==> src/rtl/cosine_user_rating_predictor_unit_defines.svh <==
// Assertion helpers for the rating predictor
`ifndef COSINE_USER_RATING_PREDICTOR_UNIT_DEFINES_SVH
`define COSINE_USER_RATING_PREDICTOR_UNIT_DEFINES_SVH

// implication checked on every clock, disabled in reset
`define CURP_ASSERT_IMP(label, clk, rstn, lhs, rhs, msg) \
  label: assert property (@(posedge clk) disable iff (!rstn) (lhs) |-> (rhs)) \
    else $error(msg);

// next-cycle implication
`define CURP_ASSERT_NXT(label, clk, rstn, lhs, rhs, msg) \
  label: assert property (@(posedge clk) disable iff (!rstn) (lhs) |=> (rhs)) \
    else $error(msg);

`endif

==> src/rtl/curp_ram.sv <==
`timescale 1ns / 1ps
module curp_ram #(
  parameter int Width = 4,
  parameter int Depth = 1024
) (
  input  logic                     clk_i,
  input  logic                     we_i,
  input  logic [$clog2(Depth)-1:0] waddr_i,
  input  logic [Width-1:0]         wdata_i,
  input  logic [$clog2(Depth)-1:0] raddr_i,
  output logic [Width-1:0]         rdata_o
);
  logic [Width-1:0] mem_q [Depth];

  // one write port, registered read
  always_ff @(posedge clk_i) begin
    if (we_i) begin
      mem_q[waddr_i] <= wdata_i;
    end
    rdata_o <= mem_q[raddr_i];
  end
endmodule

==> config.mk <==
export PLATFORM = sky130hd
export DESIGN_NAME = curp_ram
export DESIGN_NICKNAME = d
export VERILOG_FILES = /design/src/rtl/cosine_user_rating_predictor_unit_defines.svh /design/src/rtl/curp_ram.sv
export SDC_FILE = /design/constraint.sdc
export NUM_CORES = 2
export LEC_CHECK = 0
export ABC_CLOCK_PERIOD_IN_PS = 4000
export BUFFER_PORTS_ARGS = -buffer_cell sky130_fd_sc_hd__buf_2
export CORE_ASPECT_RATIO = 2
export CORE_MARGIN = 4
export CORE_UTILIZATION = 34
export DETAILED_ROUTE_END_ITERATION = 8
export PLACE_DENSITY_LB_ADDON = 0.15
export SYNTH_ARGS = -nofsm -noshare
export SYNTH_HDL_FRONTEND = slang
export SYNTH_SLANG_ARGS = --single-unit
==> constraint.sdc <==
create_clock -name clk_i -period 4 [get_ports clk_i]
set_input_delay 0.2 -clock clk_i [delete_from_list [all_inputs] [get_ports clk_i]]
set_output_delay 0.2 -clock clk_i [all_outputs]
set_load 0.01 [all_outputs]
==> impl_metrics.env <==
export IMPL_critical_path_top_delay_family="multiplexers"
export IMPL_grt_pass1_wl_um=753000
export IMPL_timing_final_crit_share_pct=87.6
export IMPL_io_pins=30
export IMPL_hpwl_um=364000
export IMPL_syn_to_final_growth_pct=14.4
export IMPL_fin_util_pct=39.0
export IMPL_max_slew_margin_pct=22.1
export IMPL_syn_area_per_cell_sq_um=19.6
export IMPL_path_buf_inv=4
export IMPL_die_area_sq_um=489000
export IMPL_overflow=0
export IMPL_drt_pre_antenna_iters=8
export IMPL_clk_pin_slew_worst_paths_ns=0.07
export IMPL_final_cells=15305
export IMPL_path_cells="mux4_2 > mux4_2 > a211oi_1 > buf_4 > nand2_1 > buf_12 > and3_1 > buf_12 > o41ai_1 > buf_4 > nand4_1"
export IMPL_detailedRoute_firstIterationViolations=7892
export IMPL_grt_max_degree=173
export IMPL_p_per_area_nw_per_um2=478
export IMPL_ff_latch_area_sq_um=123000
export IMPL_synth_cell_area_sq_um=162000
export IMPL_rows=358
export IMPL_p_seq_share_pct=53.4
export IMPL_core_area_sq_um=475000
export IMPL_power_switching_mw=19.9
export IMPL_met1_usage_pct=24.0
export IMPL_power_frac_comb_pct=5.8
export IMPL_power_leakage_nw=57.0
export IMPL_worstSetupPathType="flop to flop"
export IMPL_cpPeakStageDelay_ns=0.58
export IMPL_path_max_fanout=2
export IMPL_die_h_um=984
export IMPL_tritoncts="built"
export IMPL_cts_max_path_buffers=4
export IMPL_report_final_slew_viol_count=0
export IMPL_required_ns=4.84
export IMPL_synth_top_area_cell="edfxtp_1"
export IMPL_synth_area_leaders="edfxtp_1 (76%), mux4_2 (12%), mux2i_1 (2.8%), nor2_1 (2.6%), o221ai_1 (0.91%)"
export IMPL_clkLatencyLatePin_ns=0.96
export IMPL_synthesis_nets=8316
export IMPL_drc=0
export IMPL_h_tree_depth=5
export IMPL_hold_violations=0
export IMPL_ant_nets=0
export IMPL_final_cell_area_sq_um=185000
export IMPL_die_w_um=496
export IMPL_grt_pass1_vias=90383
export IMPL_drive_gt1_share_pct=23.3
export IMPL_grtUsageTotal_pct=22.2
export IMPL_finalSetupViolCount=0
export IMPL_max_cap_violations=0
export IMPL_max_clock_freq_ghz=0.286
export IMPL_multiInputGateArea_sq_um=36300
export IMPL_path_depth=11
export IMPL_dp_cells=14587
export IMPL_fin_worst_skew_ns=0.0578
export IMPL_synth_seq_cells=4100
export IMPL_vias_per_cell=5.48
export IMPL_routedWlPerCell_um=35.9
export IMPL_p_clk_share_pct=40.8
export IMPL_p_int_mw=68.7
export IMPL_numClockSinks=4100
export IMPL_final_nets=8691
export IMPL_crit_path_start_kind="flop"
export IMPL_dp_slack_ns=-0.355
export IMPL_busiest_layer="met2"
export IMPL_gr_usage_met2_pct=42.7
export IMPL_grt_antenna_before_repair=37
export IMPL_hold_depth=3
export IMPL_grtUsageMet3_pct=2.45
export IMPL_ir_worst_vdd_v=0.000331
export IMPL_crit_slowest_cell="mux4_2"
export IMPL_globalplace_congestion=0.838
export IMPL_postSynthCellCount=8290
export IMPL_switching_share_pct=22.5
export IMPL_async_reset_ff_share_pct=0
export IMPL_io_buffers=29
export IMPL_reg2reg_depth=11
export IMPL_drt_total_wl_um=550000
export IMPL_fill_cells=42738
export IMPL_yosys_area_top_type_share_pct=75.9
export IMPL_ys_warnings_count=0
export IMPL_cts_inserted_buffers=366
export IMPL_post_dp_cell_area_sq_um=173000
export IMPL_yosysSeqAreaShare_pct=75.9
export IMPL_num_vias=83853
export IMPL_cts_root_buf="clkbuf_16"
export IMPL_arrival_ns=4.34
export IMPL_synth_main_ff_cell="edfxtp_1"
export IMPL_end_kind="flop"
export IMPL_fin_crit_ns=3.50
export IMPL_setup_slack_ns=0.498
export IMPL_synthDistinctLibCells=76
export IMPL_finalPower_mw=88.6
export IMPL_rsz0062_at_grt="no"
export IMPL_initial_core_util_pct=34.1
export IMPL_synth_edff_count=4096
export IMPL_status="complete, no violations"
export IMPL_holdCritPathClass="input pin to flop"
export IMPL_worstMarginPinSlew_ns=1.16
export IMPL_cts_resized=0
==> per-stage QoR <==
stage                     hold slack (ns)  setup TNS, ns
after floorplan                     0.299              0
after global placement              0.704          -1.09
after detailed placement            0.707         -0.974
after CTS                          0.0425              0
after global routing               0.0815              0
final                               0.113              0
==> flip-flops by register name, indices dropped and copies added (netlist names) <==
name / flops
rdata_o: 4
mem_q: 4096
==> worst paths after layout <==
path,slack [ns],endpoint,start
hold reg to reg,1.21,rdata_o[2],mem_q[234][2]
setup / recovery,0.50,rdata_o[2],mem_q[770][2]
hold / removal,0.11,rdata_o[3],raddr_i[6]
setup reg to reg,0.50,rdata_o[2],mem_q[770][2]
==> what timing repair did <==
| action | 4_1_cts | 5_1_grt |
|---|---|---|
| setup endpoints to repair | 0 | 0 |
| setup buffers | 0 | 0 |
| hold endpoints to repair | 510 | 0 |
| hold buffers | 10 | 0 |
==> cell families after synthesis <==
family | after synthesis | synth area share [%]
AOI/OAI and AO/OA | 674 | 2.96
muxes | 1359 | 15.2
DFF | 4100 | 75.9
buffers and inverters | 597 | 1.96
and+or+nand+nor | 1560 | 3.99
==> cell type report <==
cell class | instances | share of cell area, %
well taps | 6300 | 4.25
clock inverters | 236 | 1.36
diodes | 50 | 0.0675
clock buffers | 422 | 5.07
inverters | 6 | 0.0209
flip-flops and latches | 4100 | 66.4
repair buffers | 598 | 3.29
multi-input cells | 3593 | 19.6
==> per-layer routing <==
layer,share of wire (%),up-vias
met3,4.2,806
met1,34,45897
met4,5.5,12
met5,0.015,-
li1,-,34631
met2,56,2507
==> cells in the mapped netlist (4+ instances only) <==
| cell type | n |
|---|---|
| nand2_1 | 166 |
| a311oi_1 | 4 |
| dfxtp_1 | 4 |
| nand4_1 | 12 |
| buf_2 | 64 |
| a221oi_1 | 29 |
| a21oi_1 | 129 |
| mux4_2 | 875 |
| a22o_1 | 11 |
| or2_2 | 9 |
| and2_1 | 7 |
| or3b_2 | 4 |
| a31oi_1 | 11 |
| a211oi_1 | 13 |
| buf_4 | 60 |
| o32ai_1 | 4 |
| nor2_1 | 1103 |
| nor2b_1 | 15 |
| a41oi_1 | 4 |
| buf_6 | 81 |
| or3_1 | 5 |
| o31ai_1 | 6 |
| mux2_2 | 23 |
| a2111oi_0 | 10 |
| nor3b_1 | 8 |
| clkbuf_1 | 300 |
| and3_1 | 12 |
| edfxtp_1 | 4096 |
| a22oi_1 | 80 |
| o22ai_1 | 89 |
| nand2b_1 | 12 |
| o2111ai_1 | 9 |
| buf_1 | 84 |
| o211ai_1 | 6 |
| o21ai_0 | 66 |
| o41ai_1 | 6 |
| nor4_1 | 21 |
| nand3_1 | 62 |
| nor3_1 | 100 |
| o22a_1 | 6 |
| o221ai_1 | 168 |
| mux2i_1 | 461 |
==> power by group through the flow <==
stage | logic [mW] | clock network [mW] | registers (mW)
after floorplan | 2.31 | 0 | 48.2
after CTS | 5.23 | 36.9 | 47.3
after global routing | 5.32 | 38.6 | 47.3
after detailed placement | 5.21 | 0 | 48.2
final | 5.13 | 36.2 | 47.3
after global placement | 5.16 | 0 | 48.2
==> worst register-to-register path, stage by stage, from the launching register on <==
cell and delay [ns]:
edfxtp_1 0.38, mux4_2 0.52, mux4_2 0.58, a211oi_1 0.36, buf_4 0.19, nand2_1 0.10
buf_12 0.16, and3_1 0.25, buf_12 0.17, o41ai_1 0.40, buf_4 0.18, nand4_1 0.09
==> layout by cell type (no fill, tap or decap), types with 38 or more instances in the layout <==
| cell | count |
|---|---|
| a21oi_1 | 129 |
| clkinv_1 | 82 |
| nor2_1 | 1100 |
| buf_4 | 434 |
| nor3_1 | 95 |
| a22oi_1 | 80 |
| mux4_2 | 875 |
| diode_2 | 50 |
| edfxtp_1 | 4096 |
| bufinv_16 | 42 |
| o21ai_0 | 66 |
| clkinv_2 | 64 |
| buf_12 | 127 |
| nand2_1 | 161 |
| nand3_1 | 38 |
| mux2i_1 | 461 |
| clkbuf_16 | 368 |
| clkbuf_1 | 54 |
| o221ai_1 | 168 |
| o22ai_1 | 89 |
Note: power is estimated with default switching activity, not from simulation.
